<file path="src/sv/keyed_sum_accumulate_table_assert.svh">
// assertion macros for keyed_sum_accumulate_table
// expects clk and rst_n in the including scope
`ifndef KEYED_SUM_ACCUMULATE_TABLE_ASSERT_SVH
`define KEYED_SUM_ACCUMULATE_TABLE_ASSERT_SVH

// generic clocked check, off during reset
`define KSAT_CHECK(label, prop) \
    label: assert property (@(posedge clk) disable iff (!rst_n) prop) \
        else $error("keyed_sum_accumulate_table check failed");

// same-cycle implication
`define KSAT_IMPLIES(label, ante, cons) \
    `KSAT_CHECK(label, ((ante) |-> (cons)))

`endif

</file>
<file path="src/sv/ksat_pkg.sv">
// shared types and constants for keyed_sum_accumulate_table
// no dependencies
`default_nettype none

package ksat_pkg;

    localparam int KEY_W           = 48;
    localparam int AMT_W           = 32;
    localparam int TOTAL_W         = 48;
    localparam int SLOT_W          = 6;
    localparam int ENTRIES_DEFAULT = 64;

    localparam logic [TOTAL_W-1:0] TOTAL_MAX = {TOTAL_W{1'b1}};

    typedef struct packed {
        logic [KEY_W-1:0] buyer_key;
        logic [AMT_W-1:0] amount;
    } item_t;

    typedef struct packed {
        logic               hit;
        logic [SLOT_W-1:0]  slot;
        logic [TOTAL_W-1:0] running_total;
        logic               table_full;
        logic               saturated;
    } result_t;

    // word travelling down the cell row
    typedef struct packed {
        logic               done;
        logic               hit;
        logic               sat;
        logic [KEY_W-1:0]   key;
        logic [AMT_W-1:0]   amount;
        logic [TOTAL_W-1:0] total;
    } flow_t;

endpackage

`default_nettype wire

</file>
<file path="src/sv/ksat_cell.sv">
// one table entry plus the pipeline register that hands the word to the next cell
// depends on ksat_pkg
`default_nettype none

module ksat_cell #(
    parameter int IDX_W = 6,
    parameter int INDEX = 0
) (
    input  wire logic              clk,
    input  wire logic              rst_n,
    input  wire logic              en,
    input  wire logic              up_valid,
    input  wire ksat_pkg::flow_t   up,
    input  wire logic [IDX_W-1:0]  up_slot,
    output logic                   down_valid,
    output ksat_pkg::flow_t        down,
    output logic [IDX_W-1:0]       down_slot
);

    logic                            valid_reg;
    logic                            valid_next;
    logic [ksat_pkg::KEY_W-1:0]      key_reg;
    logic [ksat_pkg::KEY_W-1:0]      key_next;
    logic [ksat_pkg::TOTAL_W-1:0]    total_reg;
    logic [ksat_pkg::TOTAL_W-1:0]    total_next;
    logic                            down_valid_reg;
    ksat_pkg::flow_t                 down_reg;
    ksat_pkg::flow_t                 down_next;
    logic [IDX_W-1:0]                slot_reg;
    logic [IDX_W-1:0]                slot_next;

    logic                            live;
    logic                            match;
    logic [ksat_pkg::TOTAL_W:0]      sum;
    logic [ksat_pkg::TOTAL_W-1:0]    clipped;

    always_comb
    begin
        live    = up_valid && !up.done;
        match   = valid_reg && (key_reg == up.key);
        sum     = {1'b0, total_reg} + (ksat_pkg::TOTAL_W + 1)'(up.amount);
        clipped = sum[ksat_pkg::TOTAL_W] ? ksat_pkg::TOTAL_MAX
                                         : sum[ksat_pkg::TOTAL_W-1:0];

        valid_next = valid_reg;
        key_next   = key_reg;
        total_next = total_reg;
        down_next  = up;
        slot_next  = up_slot;

        if (live && match)
        begin
            total_next      = clipped;
            down_next.done  = 1'b1;
            down_next.hit   = 1'b1;
            down_next.sat   = sum[ksat_pkg::TOTAL_W];
            down_next.total = clipped;
            slot_next       = IDX_W'(INDEX);
        end
        else if (live && !valid_reg)
        begin
            // first free entry: append
            valid_next      = 1'b1;
            key_next        = up.key;
            total_next      = ksat_pkg::TOTAL_W'(up.amount);
            down_next.done  = 1'b1;
            down_next.hit   = 1'b0;
            down_next.sat   = 1'b0;
            down_next.total = ksat_pkg::TOTAL_W'(up.amount);
            slot_next       = IDX_W'(INDEX);
        end
    end

    always_ff @(posedge clk or negedge rst_n)
    begin
        if (!rst_n)
        begin
            valid_reg      <= 1'b0;
            down_valid_reg <= 1'b0;
        end
        else if (en)
        begin
            valid_reg      <= valid_next;
            down_valid_reg <= up_valid;
        end
    end

    always_ff @(posedge clk)
    begin
        if (en)
        begin
            key_reg   <= key_next;
            total_reg <= total_next;
            down_reg  <= down_next;
            slot_reg  <= slot_next;
        end
    end

    assign down_valid = down_valid_reg;
    assign down       = down_reg;
    assign down_slot  = slot_reg;

endmodule

`default_nettype wire
</file>
<file path="config.mk">
export PLATFORM = sky130hd
export DESIGN_NAME = ksat_cell
export DESIGN_NICKNAME = d
export VERILOG_FILES = /design/src/sv/keyed_sum_accumulate_table_assert.svh /design/src/sv/ksat_pkg.sv /design/src/sv/ksat_cell.sv
export SDC_FILE = /design/constraint.sdc
export NUM_CORES = 1
export LEC_CHECK = 0
export BUFFER_PORTS_ARGS = -buffer_cell sky130_fd_sc_hd__buf_4
export CORE_UTILIZATION = 48
export DETAILED_ROUTE_END_ITERATION = 8
export PLACE_DENSITY = 0.76
export SLEW_MARGIN = 40
export SYNTH_ARGS = -nofsm -noshare
export SYNTH_HDL_FRONTEND = slang
export SYNTH_SLANG_ARGS = --single-unit
</file>
<file path="constraint.sdc">
create_clock -name clk -period 4.6 [get_ports clk]
set_clock_uncertainty 0.05 [all_clocks]
set_input_delay 0.46 -clock clk [delete_from_list [all_inputs] [get_ports clk]]
set_output_delay 0.46 -clock clk [all_outputs]
set_load 0.005 [all_outputs]
</file>
==> metrics.md <==
| Metric | Value |
|---|---|
| Synthesized area | `11100 um2` |
| Final setup TNS | `0 ns` |
| Num CTS Buffers | `25` |
| Post-synth EDFFs | `233` |
| Worst Path Required | `4.81 ns` |
| Synth area leaders | `edfxtp_1, a21oi_1, ha_1` |
| Slowest stage delay, CP | `0.46 ns` |
| Clock Pin Slew Worst Setup and Hold Paths | `0.06 ns` |
| CP top delay family | `compound AO/OA/AOI/OAI gates` |
| CTS tree | `yes` |
| Critical path buffers and inverters | `1` |
| Yosys warning total | `0` |
| Max_cap viols | `0` |
| Nature of the critical path startpoint | `register` |
| Critical path arrival | `3.94 ns` |
| Area leader, netlist | `edfxtp_1` |
| # nets final | `1318` |
| HP Class | `in -> reg` |
| Slowest CP cell | `a211o_1` |
| Resized Gates After CTS | `0` |
| Antenna Nets Post-Route | `0` |
| Initial DRC Count | `488` |
| Avg Cell Area, Syn | `12.9 um2` |
| Worst skew pair latency | `0.52 ns` |
| # fillers | `1753` |
| Distinct cells, synth | `64` |
| Post-synthesis sequential area ratio | `0.636` |
| RSZ-0062 raised after global routing | `no` |
| Die X | `154 um` |
| Synth Instances | `857` |
| CP Max Fanout | `14` |
| Max reg flops | `131` |
| H-tree depth | `1` |
| Initial core utilization | `0.489` |
| Port bufs | `278` |
| Vias | `8031` |
| Final WL | `27300 um` |
| Async S/R FF share, synth | `0.00851` |
| Fin. Hold Viols | `0` |
| Synth top area share | `0.632` |
| DR vias/cell | `5.55` |
| WL per Instance | `18.9 um` |
| Leak Pwr | `0.00582 uW` |
| Final setup fails | `0` |
| Layout area overhead | `28.9%` |
| Clock buffer depth | `3` |
| Total gr overflow | `0` |
| Core Region | `22600 um2` |
| Power Dens Cells | `357 nW/um2` |
| Status | `finished, final reports clean` |
| Die area | `23700 um2` |
| Site Rows | `55` |
| Net Count, Synth | `1031` |
| Max-slew violations | `0` |
| Max Clock Freq | `268 MHz` |
| Num Clock Sinks | `235` |
| Period utilization | `0.812` |
| Critical Path, Cell by Cell | `ha_1 > fa_1 > a211oi_1 > o311a_1 > o22ai_1 > a211o_1 > nand2b_1 > nor2b_1 > buf_4 > a21oi_1` |
| ANT cells | `0` |
| DRC | `0` |
| Initial antenna violation count | `0` |
| First-pass GRT wire length | `42000 um` |
| First drt pass iteration count | `7` |
| Vias in the first global route | `7723` |
| Total track usage | `0.226` |
| CP endpoint kind | `register` |
| Measured slew at the worst slew-check pin | `0.770 ns` |
| Largest net degree at the start of global routing | `75` |
| Share of layout cells above drive strength 1 | `0.294` |
| Primary FF master, synth | `edfxtp_1` |
| Root cell of the clock tree | `clkbuf_16` |
| #FFs+latches synth | `235` |
| Worst VDD drop | `0.000311 V` |
| Hpwl dp | `19500 um` |
| Critical path type | `reg -> reg` |
| Final Util | `0.630` |
| Rel. slew slack | `0.487` |
| Ports | `279` |
| Minimum clock period | `3.73 ns` |
| Hold_ws | `0.0946 ns` |
| Final GP Congestion | `0.900` |
| Chip height | `154 um` |
worst reg2reg max path, cell delays in order (launching register included):
cell and delay [ns]:
edfxtp_1 0.37, ha_1 0.24, fa_1 0.44, a211oi_1 0.33, o311a_1 0.26, o22ai_1 0.13
a211o_1 0.46, nand2b_1 0.40, nor2b_1 0.43, buf_4 0.28, a21oi_1 0.10
synth_stat cells (3+ instances only):
master    count
clkbuf_1     15
edfxtp_1    233
o211ai_1      4
nand3_1      16
o21bai_1      5
ha_1         32
a211oi_1     13
nand2b_1      6
o21ai_0      14
nor4_1        6
mux2i_1      28
nand2_1      38
a21o_1       23
or4_1         3
nand4_1      12
inv_1        21
a221oi_1      3
a31oi_1       5
or2_2         3
and3_1       15
o21a_1        4
and4_1       10
o31ai_1       3
o22ai_1       6
nor2b_1       5
a21oi_1      81
and2_1       18
nor3_1        3
o21ai_1       6
nor2_1      101
buf_2        13
xnor2_1      34
a41oi_1       4
xor2_1       33
nor3_2        3
area by class of cell:
type	instances	area, um2	area share
flip-flops and latches	235	7050	0.494
multi-input cells	571	3830	0.268
repair buffers	289	2190	0.154
clock buffers	29	641	0.0449
well taps	285	357	0.0250
clock inverters	15	125	0.00877
inverters	22	82.6	0.00579
where the power goes:
group          internal (uW)  switching (uW)
combinational            330             324
clock                   1100             808
sequential              2490            39.1
total                   3930            1170
final timing paths:
path                           endpoint  slack, ns    startpoint  cells after the start
min in group asynchronous    down_valid       0.26         rst_n                      2
max in group asynchronous     valid_reg       4.15         rst_n                      2
hold / removal              key_reg[15]       0.09        up[95]                      1
setup reg to reg           total_reg[2]       0.87  total_reg[0]                     10
hold reg to reg              down_valid       0.46    down_valid                      1
setup / recovery           total_reg[2]       0.87  total_reg[0]                     10
per-layer routing:
metal,up-vias,wire length [um],global-route usage
met5,-,0,0
met4,0,536,0.0586
met3,37,2070,0.0400
met2,339,13300,0.381
met1,3834,11400,0.303
li1,3821,-,-
cells in the final DEF (no fill, tap or decap), drive strengths merged, types with 16 or more instances in the layout:
master,synthesis,final
a21o,23,23
a21oi,81,81
and2,18,18
buf,14,288
clkbuf,15,29
edfxtp,233,233
ha,32,32
inv,22,22
mux2i,28,28
nand2,38,38
nand3,16,16
nor2,101,101
o21ai,21,21
xnor2,34,34
xor2,33,33
logic make-up (layout without fill, tap and decap cells):
logic type	after synthesis	in the layout	share of synthesized area
xor+xnor	67	67	0.0530
fa+ha+maj	33	33	0.0380
compound gates	200	200	0.120
mux	29	29	0.0263
flops	235	235	0.636
buf+inv	51	355	0.0191
simple gates	242	242	0.107
through the flow:
stage	worst slack [ns]	instance area [um2]	power, uW	std cells
finish	0.866	14300	5100	1446
detailed placement	0.690	13500	3230	1401
global route	0.720	14300	5290	1446
CTS	0.919	14300	5140	1446
global placement	0.764	13500	3210	1401
floorplan	0.0182	11100	2860	857
repair_timing:
item / 4_1_cts / 5_1_grt
setup buffers: 0 / 0
hold endpoints to repair: 2 / 0
setup endpoints to repair: 0 / 0
hold buffers: 1 / 0
Power figures use the tool's default switching activity.
